[src/wpd_pkg.sv]
// Shared types, constants and register codes of the windowed peak detector.
`timescale 1ns / 1ps

package wpd_pkg;

  // Fixed field widths
  localparam int SAMPLE_BITS    = 12;
  localparam int PEAK_INDEX_W   = 10;
  localparam int PEAK_NUMBER_W  = 11;
  localparam int MIN_DIST_W     = 8;
  localparam int CFG_INDEX_W    = 2;
  localparam int CFG_DATA_W     = 12;

  // Parameter defaults
  localparam int FRAME_MAX_DEFAULT     = 1024;
  localparam int WINDOW_RADIUS_DEFAULT = 5;

  // Depth of the queue between front and back
  localparam int QUEUE_DEPTH = 4;

  // Register indexes
  localparam logic [CFG_INDEX_W-1:0] REG_THRESHOLD    = 2'd0;
  localparam logic [CFG_INDEX_W-1:0] REG_PEAK_LIMIT   = 2'd1;
  localparam logic [CFG_INDEX_W-1:0] REG_MIN_DISTANCE = 2'd2;

  // Register reset values
  localparam logic [SAMPLE_BITS-1:0]   THRESHOLD_RESET    = 12'd1000;
  localparam logic [PEAK_NUMBER_W-1:0] PEAK_LIMIT_RESET   = 11'd100;
  localparam logic [MIN_DIST_W-1:0]    MIN_DISTANCE_RESET = 8'd10;

  // Input beat
  typedef struct packed {
    logic [SAMPLE_BITS-1:0] sample;
    logic                   last;
  } samp_beat_t;

  // Result beat
  typedef struct packed {
    logic                     has_peak;
    logic [PEAK_INDEX_W-1:0]  peak_index;
    logic [SAMPLE_BITS-1:0]   peak_amplitude;
    logic [PEAK_NUMBER_W-1:0] peak_number;
    logic                     frame_too_long;
    logic                     end_of_frame;
  } rec_beat_t;

  // Configuration registers
  typedef struct packed {
    logic [SAMPLE_BITS-1:0]   threshold;
    logic [PEAK_NUMBER_W-1:0] peak_limit;
    logic [MIN_DIST_W-1:0]    min_distance;
  } cfg_t;

  // Control part of a queue entry: a qualified candidate or a frame-end marker
  typedef struct packed {
    logic                   is_end;
    logic                   tail;
    logic                   frame_long;
    logic [SAMPLE_BITS-1:0] amp;
  } item_ctl_t;

endpackage

[src/wpd_front.sv]
// Front end: sample window, local-maximum test and frame-end tail sequencing.
`timescale 1ns / 1ps

module wpd_front #(
  parameter int FRAME_MAX     = wpd_pkg::FRAME_MAX_DEFAULT,
  parameter int WINDOW_RADIUS = wpd_pkg::WINDOW_RADIUS_DEFAULT,
  parameter int IDX_W         = $clog2(FRAME_MAX)
) (
  input  logic                             clk,
  input  logic                             rst,
  input  logic                             samp_valid,
  output logic                             samp_stall,
  input  wpd_pkg::samp_beat_t              samp_data,
  input  logic [wpd_pkg::SAMPLE_BITS-1:0]  threshold,
  output logic                             q_push,
  output wpd_pkg::item_ctl_t               q_ctl,
  output logic [IDX_W-1:0]                 q_idx,
  input  logic                             q_full
);

  localparam int WIN_LEN = 2 * WINDOW_RADIUS + 1;
  localparam int CNT_W   = $clog2(FRAME_MAX + 1);
  localparam int PAD_W   = $clog2(WINDOW_RADIUS + 1);
  localparam int SUM_W   = $clog2(FRAME_MAX + WINDOW_RADIUS + 1);

  localparam logic [1:0] ST_RUN = 2'd0;
  localparam logic [1:0] ST_PAD = 2'd1;
  localparam logic [1:0] ST_END = 2'd2;

  logic [1:0]       state;
  logic [CNT_W-1:0] cnt;
  logic [PAD_W-1:0] pad;
  logic             frame_long;

  // Taps by age: entry 0 is the newest sample
  logic [wpd_pkg::SAMPLE_BITS-1:0] sample_window [WIN_LEN];

  logic [wpd_pkg::SAMPLE_BITS-1:0] view [WIN_LEN];
  logic [wpd_pkg::SAMPLE_BITS-1:0] center;
  logic [WIN_LEN-1:0]              live;
  logic [CNT_W-1:0]                cnt_v;
  logic [PAD_W-1:0]                pad_v;
  logic [SUM_W-1:0]                sum_v;
  logic                            samp_accept;
  logic                            at_max;
  logic                            decide_en;
  logic                            cand_ok;
  logic                            qualified;
  logic                            end_push;

  assign samp_stall  = (state != ST_RUN) || q_full;
  assign samp_accept = samp_valid && !samp_stall;
  assign at_max      = (cnt == CNT_W'(FRAME_MAX));

  // Counts as seen after this step; a pad step shifts in a dead entry
  assign cnt_v = (state == ST_RUN) ? CNT_W'(cnt + CNT_W'(1)) : cnt;
  assign pad_v = (state == ST_RUN) ? '0 : PAD_W'(pad + PAD_W'(1));
  assign sum_v = SUM_W'(cnt_v) + SUM_W'(pad_v);

  always_comb begin
    case (state)
      ST_RUN:  decide_en = samp_accept && !at_max;
      ST_PAD:  decide_en = !q_full;
      default: decide_en = 1'b0;
    endcase
  end

  // Window as it stands after the shift
  always_comb begin
    view[0] = (state == ST_RUN) ? samp_data.sample : '0;
    for (int b = 1; b < WIN_LEN; b++) begin
      view[b] = sample_window[b-1];
    end
  end

  // A tap is live when its position lies inside the frame's real samples
  always_comb begin
    for (int b = 0; b < WIN_LEN; b++) begin
      live[b] = (SUM_W'(b) >= SUM_W'(pad_v)) && (SUM_W'(b) < sum_v);
    end
  end

  // Local-maximum test around the center tap
  assign center = view[WINDOW_RADIUS];
  always_comb begin
    qualified = (center > threshold);
    for (int b = 0; b < WIN_LEN; b++) begin
      if (b != WINDOW_RADIUS && live[b] && view[b] > center) begin
        qualified = 1'b0;
      end
    end
  end

  // Center position must be at least one
  assign cand_ok  = (sum_v >= SUM_W'(WINDOW_RADIUS + 2));
  assign end_push = (state == ST_END) && !q_full;

  assign q_push           = (decide_en && cand_ok && qualified) || end_push;
  assign q_ctl.is_end     = (state == ST_END);
  assign q_ctl.tail       = (state == ST_PAD) || samp_data.last;
  assign q_ctl.frame_long = frame_long;
  assign q_ctl.amp        = center;
  assign q_idx            = IDX_W'(sum_v - SUM_W'(WINDOW_RADIUS + 1));

  // Sequencer: run, tail pads after the last beat, then the frame-end marker
  always_ff @(posedge clk) begin
    if (rst) begin
      state      <= ST_RUN;
      cnt        <= '0;
      pad        <= '0;
      frame_long <= 1'b0;
    end else begin
      case (state)
        ST_RUN: begin
          if (samp_accept) begin
            if (at_max) begin
              frame_long <= 1'b1;
            end else begin
              cnt <= cnt_v;
            end
            if (samp_data.last) begin
              pad   <= '0;
              state <= (WINDOW_RADIUS > 1) ? ST_PAD : ST_END;
            end
          end
        end
        ST_PAD: begin
          if (!q_full) begin
            pad <= pad_v;
            if (pad_v == PAD_W'(WINDOW_RADIUS - 1)) begin
              state <= ST_END;
            end
          end
        end
        ST_END: begin
          if (!q_full) begin
            cnt        <= '0;
            frame_long <= 1'b0;
            state      <= ST_RUN;
          end
        end
        default: begin
          state <= ST_RUN;
        end
      endcase
    end
  end

  // Window shift line
  always_ff @(posedge clk) begin
    if (decide_en) begin
      for (int b = 0; b < WIN_LEN; b++) begin
        sample_window[b] <= view[b];
      end
    end
  end

endmodule

[src/wpd_queue.sv]
// Short queue between the front end and the peak tracker.
`timescale 1ns / 1ps

module wpd_queue #(
  parameter int IDX_W = $clog2(wpd_pkg::FRAME_MAX_DEFAULT)
) (
  input  logic                clk,
  input  logic                rst,
  input  logic                push,
  input  wpd_pkg::item_ctl_t  push_ctl,
  input  logic [IDX_W-1:0]    push_idx,
  output logic                full,
  input  logic                pop,
  output wpd_pkg::item_ctl_t  pop_ctl,
  output logic [IDX_W-1:0]    pop_idx,
  output logic                empty
);

  localparam int QD    = wpd_pkg::QUEUE_DEPTH;
  localparam int PTR_W = $clog2(QD);
  localparam int CNT_W = $clog2(QD + 1);

  wpd_pkg::item_ctl_t ctl_mem [QD];
  logic [IDX_W-1:0]   idx_mem [QD];
  logic [PTR_W-1:0]   wr_ptr;
  logic [PTR_W-1:0]   rd_ptr;
  logic [CNT_W-1:0]   count;

  assign full    = (count == CNT_W'(QD));
  assign empty   = (count == '0);
  assign pop_ctl = ctl_mem[rd_ptr];
  assign pop_idx = idx_mem[rd_ptr];

  // Pointers and fill level
  always_ff @(posedge clk) begin
    if (rst) begin
      wr_ptr <= '0;
      rd_ptr <= '0;
      count  <= '0;
    end else begin
      if (push) begin
        wr_ptr <= (wr_ptr == PTR_W'(QD - 1)) ? '0 : PTR_W'(wr_ptr + PTR_W'(1));
      end
      if (pop) begin
        rd_ptr <= (rd_ptr == PTR_W'(QD - 1)) ? '0 : PTR_W'(rd_ptr + PTR_W'(1));
      end
      if (push && !pop) begin
        count <= CNT_W'(count + CNT_W'(1));
      end else if (pop && !push) begin
        count <= CNT_W'(count - CNT_W'(1));
      end
    end
  end

  // Entry storage
  always_ff @(posedge clk) begin
    if (push) begin
      ctl_mem[wr_ptr] <= push_ctl;
      idx_mem[wr_ptr] <= push_idx;
    end
  end

`ifndef SYNTHESIS
  a_no_push_full: assert property (@(posedge clk) disable iff (rst) push |-> !full)
    else $error("queue written while full");
  a_no_pop_empty: assert property (@(posedge clk) disable iff (rst) pop |-> !empty)
    else $error("queue read while empty");
`endif

endmodule

[src/wpd_back.sv]
// Back end: held-peak tracking, merging, peak budget and result register.
`timescale 1ns / 1ps

module wpd_back #(
  parameter int IDX_W = $clog2(wpd_pkg::FRAME_MAX_DEFAULT)
) (
  input  logic                clk,
  input  logic                rst,
  input  wpd_pkg::cfg_t       cfg,
  input  wpd_pkg::item_ctl_t  q_ctl,
  input  logic [IDX_W-1:0]    q_idx,
  input  logic                q_empty,
  output logic                q_pop,
  output logic                rec_valid,
  input  logic                rec_stall,
  output wpd_pkg::rec_beat_t  rec_data
);

  localparam int NUM_W = wpd_pkg::PEAK_NUMBER_W;
  localparam int CMP_W = (IDX_W > wpd_pkg::MIN_DIST_W) ? IDX_W : wpd_pkg::MIN_DIST_W;

  logic [IDX_W-1:0]                held_index, held_index_next;
  logic [wpd_pkg::SAMPLE_BITS-1:0] held_amplitude, held_amplitude_next;
  logic                            held_valid, held_valid_next;
  logic [NUM_W-1:0]                peaks_reported, peaks_reported_next;
  logic                            detection_stopped, detection_stopped_next;
  logic                            tail_used, tail_used_next;
  logic                            rec_valid_next;
  wpd_pkg::rec_beat_t              rec_data_next;

  logic             out_free;
  logic             emit;
  logic             near;
  logic [IDX_W-1:0] idx_gap;
  logic [NUM_W:0]   total;
  logic [NUM_W-1:0] next_number;

  assign out_free    = !rec_valid || !rec_stall;
  assign q_pop       = !q_empty && out_free;
  assign idx_gap     = IDX_W'(q_idx - held_index);
  assign near        = held_valid && (CMP_W'(idx_gap) < CMP_W'(cfg.min_distance));
  assign total       = {1'b0, peaks_reported} + (NUM_W + 1)'(held_valid);
  assign next_number = NUM_W'(peaks_reported + NUM_W'(1));

  // Decision on the queue head
  always_comb begin
    held_index_next        = held_index;
    held_amplitude_next    = held_amplitude;
    held_valid_next        = held_valid;
    peaks_reported_next    = peaks_reported;
    detection_stopped_next = detection_stopped;
    tail_used_next         = tail_used;
    emit                   = 1'b0;
    rec_data_next          = rec_data;

    if (q_pop) begin
      if (q_ctl.is_end) begin
        // Frame end: flush the held peak or give an empty record
        emit                         = 1'b1;
        rec_data_next.has_peak       = held_valid;
        rec_data_next.peak_index     = held_valid ? wpd_pkg::PEAK_INDEX_W'(held_index) : '0;
        rec_data_next.peak_amplitude = held_valid ? held_amplitude : '0;
        rec_data_next.peak_number    = held_valid ? next_number : '0;
        rec_data_next.frame_too_long = q_ctl.frame_long;
        rec_data_next.end_of_frame   = 1'b1;
        held_index_next              = '0;
        held_amplitude_next          = '0;
        held_valid_next              = 1'b0;
        peaks_reported_next          = '0;
        detection_stopped_next       = 1'b0;
        tail_used_next               = 1'b0;
      end else if (!detection_stopped) begin
        if (near) begin
          // Close candidate merges, keeping the strictly larger one
          if (q_ctl.amp > held_amplitude) begin
            held_index_next     = q_idx;
            held_amplitude_next = q_ctl.amp;
          end
        end else if (total >= {1'b0, cfg.peak_limit}) begin
          detection_stopped_next = 1'b1;
        end else if (!(held_valid && q_ctl.tail && tail_used)) begin
          // Far candidate: report the held peak and hold the new one
          if (held_valid) begin
            emit                         = 1'b1;
            rec_data_next.has_peak       = 1'b1;
            rec_data_next.peak_index     = wpd_pkg::PEAK_INDEX_W'(held_index);
            rec_data_next.peak_amplitude = held_amplitude;
            rec_data_next.peak_number    = next_number;
            rec_data_next.frame_too_long = 1'b0;
            rec_data_next.end_of_frame   = 1'b0;
            peaks_reported_next          = next_number;
            tail_used_next               = tail_used || q_ctl.tail;
          end
          held_index_next     = q_idx;
          held_amplitude_next = q_ctl.amp;
          held_valid_next     = 1'b1;
        end
      end
    end

    if (emit) begin
      rec_valid_next = 1'b1;
    end else if (out_free) begin
      rec_valid_next = 1'b0;
    end else begin
      rec_valid_next = rec_valid;
    end
  end

  // Tracker state and output valid
  always_ff @(posedge clk) begin
    if (rst) begin
      held_index        <= '0;
      held_amplitude    <= '0;
      held_valid        <= 1'b0;
      peaks_reported    <= '0;
      detection_stopped <= 1'b0;
      tail_used         <= 1'b0;
      rec_valid         <= 1'b0;
    end else begin
      held_index        <= held_index_next;
      held_amplitude    <= held_amplitude_next;
      held_valid        <= held_valid_next;
      peaks_reported    <= peaks_reported_next;
      detection_stopped <= detection_stopped_next;
      tail_used         <= tail_used_next;
      rec_valid         <= rec_valid_next;
    end
  end

  // Result payload
  always_ff @(posedge clk) begin
    rec_data <= rec_data_next;
  end

`ifndef SYNTHESIS
  a_mid_frame_has_peak: assert property (@(posedge clk) disable iff (rst)
    (rec_valid && !rec_data.end_of_frame) |-> (rec_data.has_peak && !rec_data.frame_too_long))
    else $error("mid-frame record without a peak");
  a_empty_record_zero: assert property (@(posedge clk) disable iff (rst)
    (rec_valid && !rec_data.has_peak) |->
      (rec_data.peak_index == '0 && rec_data.peak_amplitude == '0 &&
       rec_data.peak_number == '0))
    else $error("empty record carries peak fields");
`endif

endmodule

[src/windowed_peak_detector_top.sv]
// Top level of the windowed peak detector: registers and block wiring.
`timescale 1ns / 1ps

// Windowed local-maximum peak detector. One 12-bit sample beat is taken per
// clock inside a frame unless samp_stall holds it; a position is reported
// once WINDOW_RADIUS later samples have arrived, through a four-entry queue
// and an output register, so the result path may stall without stopping
// sample intake until the queue fills. After the beat that carries last,
// samp_stall stays high while the front end steps the WINDOW_RADIUS-1 tail
// positions of the frame through the window compare, one per step, and then
// queues the frame-end record; a full queue stretches any of these steps.
// Samples beyond FRAME_MAX are consumed and ignored, and the frame-end
// record flags them. Each non-final record reports one peak; every frame
// ends with exactly one record that has end_of_frame set. Registers are
// written through the cfg channel, which is always ready; the user must
// write them only while the block is idle; the block does not enforce it.

module windowed_peak_detector_top #(
  parameter int FRAME_MAX     = wpd_pkg::FRAME_MAX_DEFAULT,
  parameter int WINDOW_RADIUS = wpd_pkg::WINDOW_RADIUS_DEFAULT
) (
  input  logic                              clk,
  input  logic                              rst,
  input  logic                              samp_valid,
  output logic                              samp_stall,
  input  wpd_pkg::samp_beat_t               samp_data,
  output logic                              rec_valid,
  input  logic                              rec_stall,
  output wpd_pkg::rec_beat_t                rec_data,
  input  logic                              cfg_valid,
  output logic                              cfg_ready,
  input  logic [wpd_pkg::CFG_INDEX_W-1:0]   cfg_index,
  input  logic [wpd_pkg::CFG_DATA_W-1:0]    cfg_data
);

  localparam int IDX_W = $clog2(FRAME_MAX);

  wpd_pkg::cfg_t      cfg;
  wpd_pkg::item_ctl_t push_ctl;
  wpd_pkg::item_ctl_t pop_ctl;
  logic [IDX_W-1:0]   push_idx;
  logic [IDX_W-1:0]   pop_idx;
  logic               q_push;
  logic               q_pop;
  logic               q_full;
  logic               q_empty;

  assign cfg_ready = 1'b1;

  // Configuration registers
  always_ff @(posedge clk) begin
    if (rst) begin
      cfg.threshold    <= wpd_pkg::THRESHOLD_RESET;
      cfg.peak_limit   <= wpd_pkg::PEAK_LIMIT_RESET;
      cfg.min_distance <= wpd_pkg::MIN_DISTANCE_RESET;
    end else if (cfg_valid && cfg_ready) begin
      case (cfg_index)
        wpd_pkg::REG_THRESHOLD: begin
          cfg.threshold <= cfg_data[wpd_pkg::SAMPLE_BITS-1:0];
        end
        wpd_pkg::REG_PEAK_LIMIT: begin
          cfg.peak_limit <= cfg_data[wpd_pkg::PEAK_NUMBER_W-1:0];
        end
        wpd_pkg::REG_MIN_DISTANCE: begin
          cfg.min_distance <= cfg_data[wpd_pkg::MIN_DIST_W-1:0];
        end
        default: begin
        end
      endcase
    end
  end

  wpd_front #(
    .FRAME_MAX     (FRAME_MAX),
    .WINDOW_RADIUS (WINDOW_RADIUS),
    .IDX_W         (IDX_W)
  ) u_front (
    .clk        (clk),
    .rst        (rst),
    .samp_valid (samp_valid),
    .samp_stall (samp_stall),
    .samp_data  (samp_data),
    .threshold  (cfg.threshold),
    .q_push     (q_push),
    .q_ctl      (push_ctl),
    .q_idx      (push_idx),
    .q_full     (q_full)
  );

  wpd_queue #(
    .IDX_W (IDX_W)
  ) u_queue (
    .clk      (clk),
    .rst      (rst),
    .push     (q_push),
    .push_ctl (push_ctl),
    .push_idx (push_idx),
    .full     (q_full),
    .pop      (q_pop),
    .pop_ctl  (pop_ctl),
    .pop_idx  (pop_idx),
    .empty    (q_empty)
  );

  wpd_back #(
    .IDX_W (IDX_W)
  ) u_back (
    .clk       (clk),
    .rst       (rst),
    .cfg       (cfg),
    .q_ctl     (pop_ctl),
    .q_idx     (pop_idx),
    .q_empty   (q_empty),
    .q_pop     (q_pop),
    .rec_valid (rec_valid),
    .rec_stall (rec_stall),
    .rec_data  (rec_data)
  );

endmodule

[config.mk]
export PLATFORM = sky130hd
export DESIGN_NAME = windowed_peak_detector_top
export DESIGN_NICKNAME = d
export VERILOG_FILES = /design/src/wpd_pkg.sv /design/src/wpd_front.sv /design/src/wpd_queue.sv /design/src/wpd_back.sv /design/src/windowed_peak_detector_top.sv
export SDC_FILE = /design/constraint.sdc
export NUM_CORES = 1
export LEC_CHECK = 0
export BUFFER_PORTS_ARGS = -buffer_cell sky130_fd_sc_hd__clkbuf_2
export CAP_MARGIN = 0
export CORE_MARGIN = 1
export CORE_UTILIZATION = 62
export DETAILED_ROUTE_END_ITERATION = 8
export GPL_ROUTABILITY_DRIVEN = 0
export PLACE_DENSITY_LB_ADDON = 0.2
export SYNTH_ARGS = -nofsm -noshare
export SYNTH_HDL_FRONTEND = slang
export SYNTH_HIERARCHICAL = 1
export SYNTH_SLANG_ARGS = --single-unit
[constraint.sdc]
create_clock -name clk -period 16.9 [get_ports clk]
set_clock_uncertainty 0.05 [all_clocks]
set_input_delay 1.69 -clock clk [delete_from_list [all_inputs] [get_ports clk]]
set_output_delay 1.69 -clock clk [all_outputs]
set_load 0.005 [all_outputs]
[Yosys cells after proc, flatten, opt, wreduce, memory -nomap -nowiden]
Memories as Yosys holds them, arrays and structs flattened. A register that Yosys moved wholly into a read port is not among the register bits.
Index checks and enable logic that the tools add are counted.
Cells by class
  muxes and demuxes: 95
  eq/ne operators: 23
  reduce and logical (&&, ||, !) cells: 59
  add/subtract/negate cells: 11
  magnitude comparators: 31
Operators with widths (count)
  2-to-1 mux 36 bit: 6
  greater-than comparator 12 bit: 12
  2-to-1 mux 11 bit: 11
  2-to-1 mux 12 bit: 8
  2-to-1 mux 10 bit: 7
  2-to-1 mux 1 bit: 41
  less-than comparator 3 x 11 -> 1 bit, first input constant: 3
  less-than comparator 4 x 11 -> 1 bit, first input constant: 3
  logical AND 1 bit: 27
  adder 11 x 1 -> 11 bit, second input constant: 2
  less-than comparator 1 x 11 -> 1 bit, first input constant: 2
  less-than comparator 2 x 11 -> 1 bit, first input constant: 2
  2-to-1 mux 2 bit: 11
  case mux 11 bit (2 select lines): 1
  2-to-1 mux 3 bit: 6
  inequality test 2 bit, second input constant: 9
  AND reduction 5 bit: 3
  adder 11 x 1 -> 12 bit: 1
  >= comparator 12 x 11 -> 1 bit: 1
  AND reduction 4 bit: 3
  nonzero test 2 bit: 6
  adder 11 x 3 -> 11 bit: 1
  == test 11 bit, second input constant: 1
  >= comparator 11 x 3 -> 1 bit, second input constant: 1
  other kinds (24): 51
Storage, ports and cells
  output and inout port bits: 39
  RAM bits: 232
  register bits: 128
  memories kept: 3
  bits of input ports: 32
  word-level logic and storage cells: 245
Memories
  u_front.sample_window: depth 11, bits a word 12, read ports 10, clocked after Yosys merged registers in 0, write ports 11, line wpd_front.sv:36  | logic [wpd_pkg::SAMPLE_BITS-1:0] sample_window [WIN_LEN];
  u_queue.ctl_mem: depth 4, bits a word 15, read ports 1, clocked after Yosys merged registers in 1, write ports 1, line wpd_queue.sv:23  | wpd_pkg::item_ctl_t ctl_mem [QD];
  u_queue.idx_mem: depth 4, bits a word 10, read ports 1, clocked after Yosys merged registers in 1, write ports 1, line wpd_queue.sv:24  | logic [IDX_W-1:0] idx_mem [QD];

[Logic depth before layout (Yosys ltp)]
Gate-level depths: netlist (run 1).
  word-level depth: 22
  depth in mapped cells: 22
  depth with buffers taken out: 20

[Cells and area by module]
Netlist (run 1), hierarchy kept.
Modules (own cells, without submodules)
  wpd_front: cells each 735, instances 1, seq. area each 3943.8 um^2, area an instance 8413.1 um^2
  wpd_back: cells each 458, instances 1, seq. area each 1821.7 um^2, area an instance 4316.6 um^2
  wpd_queue: cells each 175, instances 1, seq. area each 3183.1 um^2, area an instance 4091.4 um^2
  windowed_peak_detector_top: cells each 130, instances 1, seq. area each 620.6 um^2, area an instance 1302.5 um^2

[Least setup slack after synthesis (run 1)]
No wires, ideal clock.
  path type: input-to-reg
  start point: in samp_valid
  end point: reg u_queue.count[2]
  setup time: 70 ps
  setup slack: 4069 ps
  cell stages on the path: 13
  arrival time: 12711 ps
  path buffers: 0
  cell sequence: and2_1 nor2_1 nor3_1 o211ai_1 a21oi_1 nand3_1 o31ai_1 ha_1 inv_1 fa_1 xor2_1 or3_1 a21oi_1
On the way
  cells in the longest elaborated chain, start to end: 9
  elaborated cells between the ends (all ways): 11
  classes of those cells: mux (2); reduce/logical (9)
Ends and longest elaborated chain
  start: declaration: line windowed_peak_detector_top.sv:24  | input logic samp_valid,
  logical AND 1 bit *: line wpd_front.sv:52  | assign samp_accept = samp_valid && !samp_stall;
  logical AND 1 bit *: line wpd_front.sv:62  | ST_RUN: decide_en = samp_accept && !at_max;
  case mux 1 bit (2 select lines) *: line wpd_front.sv:61  | case (state)
  net u_front.decide_en: line wpd_front.sv:46  | logic decide_en;
  logical AND 1 bit * (2 in a row): line wpd_front.sv:98  | assign q_push = (decide_en && cand_ok && qualified) || end_push;
  logical OR 1 bit *: line wpd_front.sv:98
  net q_push: line windowed_peak_detector_top.sv:43  | logic q_push;
  logical NOT 1 bit: line wpd_queue.sv:49  | end else if (pop && !push) begin
  logical AND 1 bit: line wpd_queue.sv:49
  nonzero test 2 bit (no line)
  end signal: assignment: line wpd_queue.sv:48  | count <= CNT_W'(count + CNT_W'(1));
  end signal: assignment: line wpd_queue.sv:50  | count <= CNT_W'(count - CNT_W'(1));
  end: declaration: line wpd_queue.sv:27  | logic [CNT_W-1:0] count;
Mark *: on every way through the listed nets, which the timed path passes. The rest lies on a longest branch.
A chain may end at the register's enable or synchronous reset.

==> results.toml, run 1 <==
[final_layout]
synthToLayoutAreaGrowth_pct = 10.8
final_nets = 1785
multi_input_area_sq_um = 7840
final_cells = 1973
post-route-util = 0.699
layout-drive-gt1-share = 0.116
insertedDiodeCount = 0
fin_area_sq_um = 20100
regArea_sq_um = 9570
fillCellCount = 2010

[worst_hold_path]
hold_class = "reg2reg"

[synthesis]
syn_nets = 1724
ys.flop_type = "edfxtp_1"
ys_seq_area_frac = 0.528
syn-instance-count = 1498
synth_top_area_frac = 0.424
synth-seq-cells = 350
yosysUniqueCellTypes = 82
avgSynthCellArea_sq_um = 12.1
syn_area_sq_um = 18100
synth_area_leaders = "edfxtp_1 42%, ha_1 13%, dfxtp_1 10%"
synth_edf_count = 256
async_reset_ff_frac = 0
yosysTopAreaCell = "edfxtp_1"
ys_warn_count = 6

[clocking]
clockBufferDepth = 3
cts_setup_buffers = 0
htreeDepth = 2
root_buffer = "clkbuf_16"
clk_pin_slew_ns = 0.06
cts_sinks = 350
clk-insertion-delay-late_ns = 0.53
cts_made_buffers = 38
cts_hold_buf = 0
cts_resized = 0
cts_tree = "yes"

[setup_path]
worstPathArrival_ns = 6.10
startpoint_type = "register"
critPathKind = "reg2reg"
crit_slowest_cell = "o31ai_1"
crit_path_max_incr_delay_ns = 0.72
path_cells = "inv_1 -> ha_1 -> and4_1 -> nand2_1 -> a21oi_1 -> a211oi_1 -> a221oi_1 -> or2_1 -> a2111oi_0 -> nand4b_1 -> o31a_1 -> o31ai_1 -> ha_1 -> inv_1 -> fa_1 -> xor2_1 -> or3_1 -> a21oi_1"
crit_fanout = 10
setup.worst_path.end_class = "register"
worstPathRequired_ns = 17.28

[die]
rows = 62
ioPinCount = 71
core_area_sq_um = 28700
die_h_microns = 173
die-area_sq_um = 29900
start_util = 0.631
die_w_microns = 173

[timing]
rsz0062_at_grt = "no"
slew_headroom = 0.265
final_hold_viol_count = 0
layout_setup_ws_ns = 11.18
setup_violations = 0
slew_violations = 0
period_share = 0.339
fmax_mhz = 175
finalSetupTns_ns = 0
tightest_slew_ns = 1.10
fin_crit_ns = 5.72
hold_slack_ns = 0.386

[global_route]
use_met3 = 0.0358
gr-usage-met1 = 0.342
grt_use_met2 = 0.426
top_usage_layer = "met2"
grt_start_max_net_pins = 92
grt_pass1_vias = 11700
grt_usage = 0.255
grt_pass1_wl_mm = 60.3
grt-ovfl-total = 0
antenna_found_initial = 3

[routing]
avgViaCountPerCell = 6.08
avgRoutedWirePerCell_microns = 19.0
ant_nets = 0
drt_pass1_iterations = 6
drt_iter0_markers = 1010
drc = 0
via_count = 12000
routed_wl_mm = 37.5

[power]
vdd_drop_max_mv = 0.124
swShare = 0.338
p_clk_frac = 0.274
comb_power_share = 0.327
seqPwrFrac = 0.398
total_power_mw = 3.17
power_leakage_nw = 7.78
p_sw_mw = 1.07
power.density_nw_per_um2 = 158
p_int_mw = 2.10

[placed_design]
placed_cell_area_sq_um = 18700
hpwl_mm = 25.9
dp_worst_setup_slack_ns = 10.71
port_buffers = 69
dp.cells = 1903

[job]
cap_violations = 0

[outcome]
outcome = "complete, no violations"
## registers in the layout (all words and copies together) (netlist names), named ones only
name / cells
u_front/sample_window: 120
u_back/detection_stopped: 1
u_front/pad: 3
u_queue/idx_mem: 40
u_front/cnt: 11
u_queue/ctl_mem: 60
u_back/peaks_reported: 11
u_back/rec_valid: 1
u_queue/rd_ptr: 2
u_front/state: 2
u_back/rec_data: 36
u_back/held_valid: 1
u_front/frame_long: 1
u_queue/wr_ptr: 2
u_back/held_index: 10
u_back/held_amplitude: 12
u_queue/count: 3
cfg: 31
u_back/tail_used: 1
## logic make-up after synthesis
family	share of synthesized area
adder cells (fa/ha/maj)	0.135
other	0.000207
flip-flops	0.528
XOR/XNOR	0.0240
buffers and inverters	0.0409
AO/OA/AOI/OAI	0.100
AND/OR/NAND/NOR	0.118
multiplexers	0.0532
## worst max-delay path: cells and delay by family, from the launching register on
family | cells | cell delay (ns)
AOI/OAI and AO/OA | 7 | 2.11
xor gates and xnor gates | 1 | 0.17
adders and majority gates | 3 | 1.12
buffers and inverters | 2 | 0.49
DFF | 1 | 0.64
and+or+nand+nor | 5 | 1.02
## layout make-up
type,count,share of cell area
timing repair buffer,86,0.0236
tap,384,0.0239
multi-input combinational,982,0.391
clock inverter,23,0.0140
clock buffer,47,0.0522
inverter,101,0.0189
sequential,350,0.477
## Yosys cell counts, drive strengths merged (4+ instances only)
master and n:
nand2b 45, dfxtp 94, buf 36, o31ai 6, a2111oi 5, a21oi 71
xor2 14, o21ai 46, o31a 7, o311ai 4, inv 101, nor2b 22
or3 8, mux2i 37, nor2 127, a31oi 15, nand3 25, a21o 20
xnor2 34, ha 191, or2 4, a22oi 7, a32o 22, nor3 23
nand3b 5, o21a 9, clkbuf 29, nand2 54, nand4 46, edfxtp 256
a311o 4, nor4 4, mux4 25, o211ai 9, and4 5, a211oi 15
and2 22, and3 6
## final timing paths
path                                                               to                              startpoint  cells past startpoint  slack [ns]
worst max-delay path                    u_queue/count[2]$_SDFFE_PP0P_  u_front/sample_window[4][11]$_DFFE_PP_                     18       11.18
worst min-delay path            u_front/sample_window[4][9]$_DFFE_PP_   u_front/sample_window[3][9]$_DFFE_PP_                      0        0.39
worst max register to register          u_queue/count[2]$_SDFFE_PP0P_  u_front/sample_window[4][11]$_DFFE_PP_                     18       11.18
worst min register to register  u_front/sample_window[4][9]$_DFFE_PP_   u_front/sample_window[3][9]$_DFFE_PP_                      0        0.39
## routing by layer
metal,part of all wire,vias up
met1,0.44,5775
li1,-,5731
met2,0.48,417
met4,0.028,0
met3,0.057,66
met5,0,-
## power by group through the flow
stage	sequential (mW)	combinational, mW	clock, mW
global route	1.28	1.17	0.917
finish	1.26	1.04	0.871
floorplan	1.26	0.742	0
global placement	1.28	0.989	0
detailed placement	1.28	1.02	0
CTS	1.26	1.03	0.883
## cells in the final DEF, fill, tap and decap left out, types with 13 or more instances in the layout
cell type | Yosys | routed
a21oi_1 | 71 | 71
a32o_1 | 22 | 22
dfxtp_1 | 94 | 94
and2_1 | 21 | 21
a211oi_1 | 15 | 15
edfxtp_1 | 256 | 256
nand3_1 | 25 | 25
a31oi_1 | 15 | 15
nand2b_1 | 44 | 44
xor2_1 | 13 | 13
xnor2_1 | 33 | 33
o21ai_0 | 39 | 38
nor3_1 | 21 | 20
mux2i_1 | 37 | 37
clkbuf_16 | 0 | 40
mux4_2 | 20 | 20
buf_4 | 14 | 17
ha_1 | 191 | 191
nand4_1 | 46 | 46
nor2b_1 | 22 | 22
inv_1 | 100 | 100
a21o_1 | 20 | 20
nor2_1 | 127 | 126
clkbuf_2 | 1 | 69
nand2_1 | 53 | 53
(Power assumes the default switching activity.)
==> run 2, diff against run 1 <==
Clock period 16.9 ns to 5.9 ns, I/O delays scaled along.
==> results.toml, run 2 (synthesized netlist as in run 1, its figures left out) <==
[setup_path]
path_cells = "nor2_1 -> buf_4 -> nand2_1 -> xnor2_1 -> ha_1 -> a21oi_1 -> o21bai_2 -> nor2_1 -> mux2i_1 -> o31ai_1 -> a41oi_1 -> o31a_1 -> o31ai_4 -> ha_2 -> inv_2 -> fa_1 -> xor2_1 -> or3_1 -> a21oi_1"
startpoint_type = "register"
crit_fanout = 18
crit_path_max_incr_delay_ns = 0.48
worstPathRequired_ns = 6.29
crit_slowest_cell = "o31ai_1"
worstPathArrival_ns = 5.53
setup.worst_path.end_class = "register"
critPathKind = "reg2reg"

[die]
die_w_microns = 173
ioPinCount = 71
rows = 62
die-area_sq_um = 29900
start_util = 0.631
core_area_sq_um = 28700
die_h_microns = 173

[final_layout]
regMostFlops = "u_front/sample_window"
final_common_cell = "edfxtp_1"
final_nets = 1799
final_cell_mix = "256 x edfxtp_1, 190 x ha_1, 125 x nor2_1"
largest_registers = "u_front/sample_window (120), u_queue/ctl_mem (60), u_queue/idx_mem (40)"
layout-drive-gt1-share = 0.130
largest_reg_flops = 120
synthToLayoutAreaGrowth_pct = 10.8
insertedDiodeCount = 0
fillCellCount = 1998

[routing]
via_count = 12000
drt_iter0_markers = 1106
drc = 0
routed_wl_mm = 39.3
drt_pass1_iterations = 6
avgRoutedWirePerCell_microns = 19.8
avgViaCountPerCell = 6.06
ant_nets = 0

[outcome]
outcome = "complete, no violations"

[clocking]
clk_pin_slew_ns = 0.06
cts_made_buffers = 37
cts_resized = 0
clockBufferDepth = 3
clk-insertion-delay-late_ns = 0.53
cts_sinks = 350
cts_hold_buf = 0
htreeDepth = 2
root_buffer = "clkbuf_16"
cts_tree = "yes"
cts_setup_buffers = 0

[placed_design]
hpwl_mm = 27.9
port_buffers = 69
dp_worst_setup_slack_ns = 0.742

[global_route]
grt_pass1_wl_mm = 62.4
antenna_found_initial = 0
grt_pass1_vias = 11700
grt_usage = 0.266
grt-ovfl-total = 0
grt_start_max_net_pins = 92

[timing]
slew_violations = 0
fmax_mhz = 194
slew_headroom = 0.347
hold_slack_ns = 0.270
final_hold_viol_count = 0
fin_crit_ns = 5.14
rsz0062_at_grt = "no"
tightest_slew_ns = 0.979
period_share = 0.872
layout_setup_ws_ns = 0.758
setup_violations = 0
finalSetupTns_ns = 0

[power]
power_leakage_nw = 7.78
power.density_nw_per_um2 = 447
vdd_drop_max_mv = 0.226

[job]
cap_violations = 0

[worst_hold_path]
hold_class = "in2reg"
==> run 2: changes by cell type in the layout (fill, tap and decap cells not counted), sizes merged <==
cell / delta
clkinv: -1
inv: -2
clkinvlp: +2
buf: +15
clkbuf: +1
bufinv: -4
==> run 2: per-stage QoR <==
| step | utilization | instances | cell area (sq um) | power [mW] |
|---|---|---|---|---|
| after floorplan | - | 1498 | 18200 | 5.71 |
| after global placement | 0.658 | 1918 | 18900 | 6.59 |
| after detailed placement | 0.658 | 1918 | 18900 | 6.70 |
| after CTS | 0.700 | 1984 | 20100 | 8.98 |
| after global routing | 0.700 | 1984 | 20100 | 9.50 |
| final | 0.700 | 1984 | 20100 | 8.97 |
==> run 2: per-layer routing <==
metal  vias to the layer above  share of wire  global-route usage
met5                         -              0                   0
met2                       422           0.47               0.441
met3                        82          0.061              0.0374
met4                         0          0.027              0.0774
met1                      5784           0.44               0.366
li1                       5744              -                   -
==> run 2: critical path, delay by kind of cell (launching register included) <==
family	cells	cell delay, ns
fa+ha+maj	3	0.95
simple gates	4	0.88
mux	1	0.15
buf+inv	2	0.33
compound gates	7	1.91
flops	1	0.43
xor+xnor	2	0.36
==> run 2: area by class of cell <==
cell class	count	area [sq um]	share of cell area
multi-input combinational	982	7880	0.392
sequential	350	9570	0.477
tap	384	480	0.0239
timing repair buffer	101	586	0.0292
clock buffer	48	1020	0.0507
clock inverter	18	169	0.00841
inverter	101	379	0.0189
==> run 2: power breakdown <==
part	internal (mW)	leakage [nW]	switching (mW)
clock network	1.31	0.577	0.943
registers	3.32	3.17	0.311
logic	1.23	4.04	1.86
total	5.86	7.78	3.11
==> run 2: final timing paths <==
check                                   startpoint                                    end  slack, ns  cells after the start
min reg2reg  u_front/sample_window[6][0]$_DFFE_PP_  u_front/sample_window[7][0]$_DFFE_PP_       0.40                      0
max reg2reg          u_front/state[1]$_SDFFE_PP0P_          u_queue/count[2]$_SDFFE_PP0P_       0.76                     19
min                                   cfg_data[11]                   cfg[30]$_SDFFE_PP0P_       0.27                      3
max                  u_front/state[1]$_SDFFE_PP0P_          u_queue/count[2]$_SDFFE_PP0P_       0.76                     19
==> run 3, diff against run 2 <==
Settings changed: BUFFER_PORTS_ARGS -buffer_cell sky130_fd_sc_hd__clkbuf_2 to -buffer_cell sky130_fd_sc_hd__buf_4.
==> results.toml, run 3 (synthesized netlist as in run 1, its figures left out) <==
[placed_design]
port_buffers = 69
dp_worst_setup_slack_ns = 0.489
hpwl_mm = 28.3

[setup_path]
crit_fanout = 10
crit_path_max_incr_delay_ns = 0.59
crit_top_cell = "a2111oi_0"
critPathKind = "reg2reg"
rrSetupSlack_ns = 0.49
worstPathRequired_ns = 6.29
setup.worst_path.end_class = "register"
worstPathArrival_ns = 5.80
crit_slowest_cell = "a2111oi_0"
path_cells = "inv_1 -> ha_1 -> nor2b_1 -> o211ai_1 -> a211oi_1 -> a2111oi_0 -> a2111oi_0 -> or2_1 -> a2111oi_0 -> nand4b_1 -> o31a_1 -> o31ai_4 -> ha_2 -> inv_2 -> fa_1 -> xor2_1 -> or3_1 -> a21oi_1"
startpoint_type = "register"

[timing]
hold_slack_ns = 0.300
fin_crit_ns = 5.41
slew_headroom = 0.136
fmax_mhz = 185
tightest_slew_ns = 1.29
layout_setup_ws_ns = 0.494
setup_violations = 0
period_share = 0.916
slew_violations = 0
rsz0062_at_grt = "no"
final_hold_viol_count = 0

[outcome]
outcome = "complete, no violations"

[die]
die_w_microns = 173
rows = 62
ioPinCount = 71
die-area_sq_um = 29900
core_area_sq_um = 28700
die_h_microns = 173
start_util = 0.631

[routing]
routed_wl_mm = 39.4
drc = 0
avgViaCountPerCell = 6.10
wl_met3_mm = 2.27
drt_iter0_markers = 1076
via_count = 12100
ant_nets = 0
avgRoutedWirePerCell_microns = 19.9
drt_pass1_iterations = 5
wl_met1_mm = 17.0
top_layer = "met4"
routed-wl-met2_mm = 19.1

[clocking]
htreeDepth = 2
cts_hold_buf = 0
root_buffer = "clkbuf_16"
cts_made_buffers = 37
cts_sinks = 350
cts_setup_buffers = 0
cts_tree = "yes"
clk-insertion-delay-late_ns = 0.52
clk_pin_slew_ns = 0.06
clockBufferDepth = 3
cts_resized = 0

[global_route]
grt_pass1_vias = 11700
grt_start_max_net_pins = 91
grt_pass1_wl_mm = 63.3
grt_usage = 0.268
antenna_found_initial = 0
grt-ovfl-total = 0

[power]
power_leakage_nw = 7.79
power.density_nw_per_um2 = 446
vdd_drop_max_mv = 0.263

[final_layout]
final_cell_mix = "256 x edfxtp_1, 190 x ha_1, 125 x nor2_1"
insertedDiodeCount = 0
final_nets = 1795
post-route-util = 0.703
layout-drive-gt1-share = 0.126
synthToLayoutAreaGrowth_pct = 11.4
largest_registers = "u_front/sample_window (120), u_queue/ctl_mem (60), u_queue/idx_mem (40)"
largest_reg_flops = 120
final_common_cell = "edfxtp_1"
regMostFlops = "u_front/sample_window"

[worst_hold_path]
hold_class = "in2reg"

[job]
cap_violations = 0
run 3: power breakdown:
| part | internal (mW) | switching, mW | leakage (nW) |
|---|---|---|---|
| registers | 3.32 | 0.301 | 3.17 |
| logic | 1.29 | 1.88 | 4.06 |
| clock network | 1.28 | 0.934 | 0.562 |
| total | 5.89 | 3.12 | 7.79 |
run 3: layer usage:
metal,track usage,vias to the layer above
met1,0.365,5861
met5,0,-
met3,0.0343,69
li1,-,5736
met2,0.448,422
met4,0.0881,0
run 3: layout make-up:
type	instances	area, sq um
tap	384	480
sequential	350	9570
multi-input combinational	982	7880
clock inverter	14	103
clock buffer	54	1040
fill	1999	8520
timing repair buffer	97	728
inverter	101	379
run 3: final timing paths:
kind,endpoint,startpoint,cells past startpoint
setup / recovery,u_queue/count[2]$_SDFFE_PP0P_,u_front/sample_window[4][1]$_DFFE_PP_,18
hold / removal,u_front/sample_window[0][0]$_DFFE_PP_,samp_data[1],3
setup reg to reg,u_queue/count[2]$_SDFFE_PP0P_,u_front/sample_window[4][1]$_DFFE_PP_,18
hold reg to reg,u_front/sample_window[3][0]$_DFFE_PP_,u_front/sample_window[2][0]$_DFFE_PP_,0
run 3: per-stage QoR:
| step | cells | power (mW) | TNS [ns] | instance area, sq um |
|---|---|---|---|---|
| after floorplan | 1498 | 5.71 | -0.302 | 18200 |
| after global placement | 1914 | 6.65 | 0 | 19000 |
| after detailed placement | 1914 | 6.78 | 0 | 19000 |
| after CTS | 1982 | 9.02 | 0 | 20200 |
| after global routing | 1982 | 9.53 | 0 | 20200 |
| final | 1982 | 9.01 | 0 | 20200 |
run 3: critical path, delay by kind of cell (launching register included):
kind | cells | cell delay (ns)
xor gates and xnor gates | 1 | 0.16
adders and majority gates | 3 | 0.97
AOI/OAI and AO/OA | 8 | 2.26
DFF | 1 | 0.50
and+or+nand+nor | 4 | 0.91
buffers and inverters | 2 | 0.47
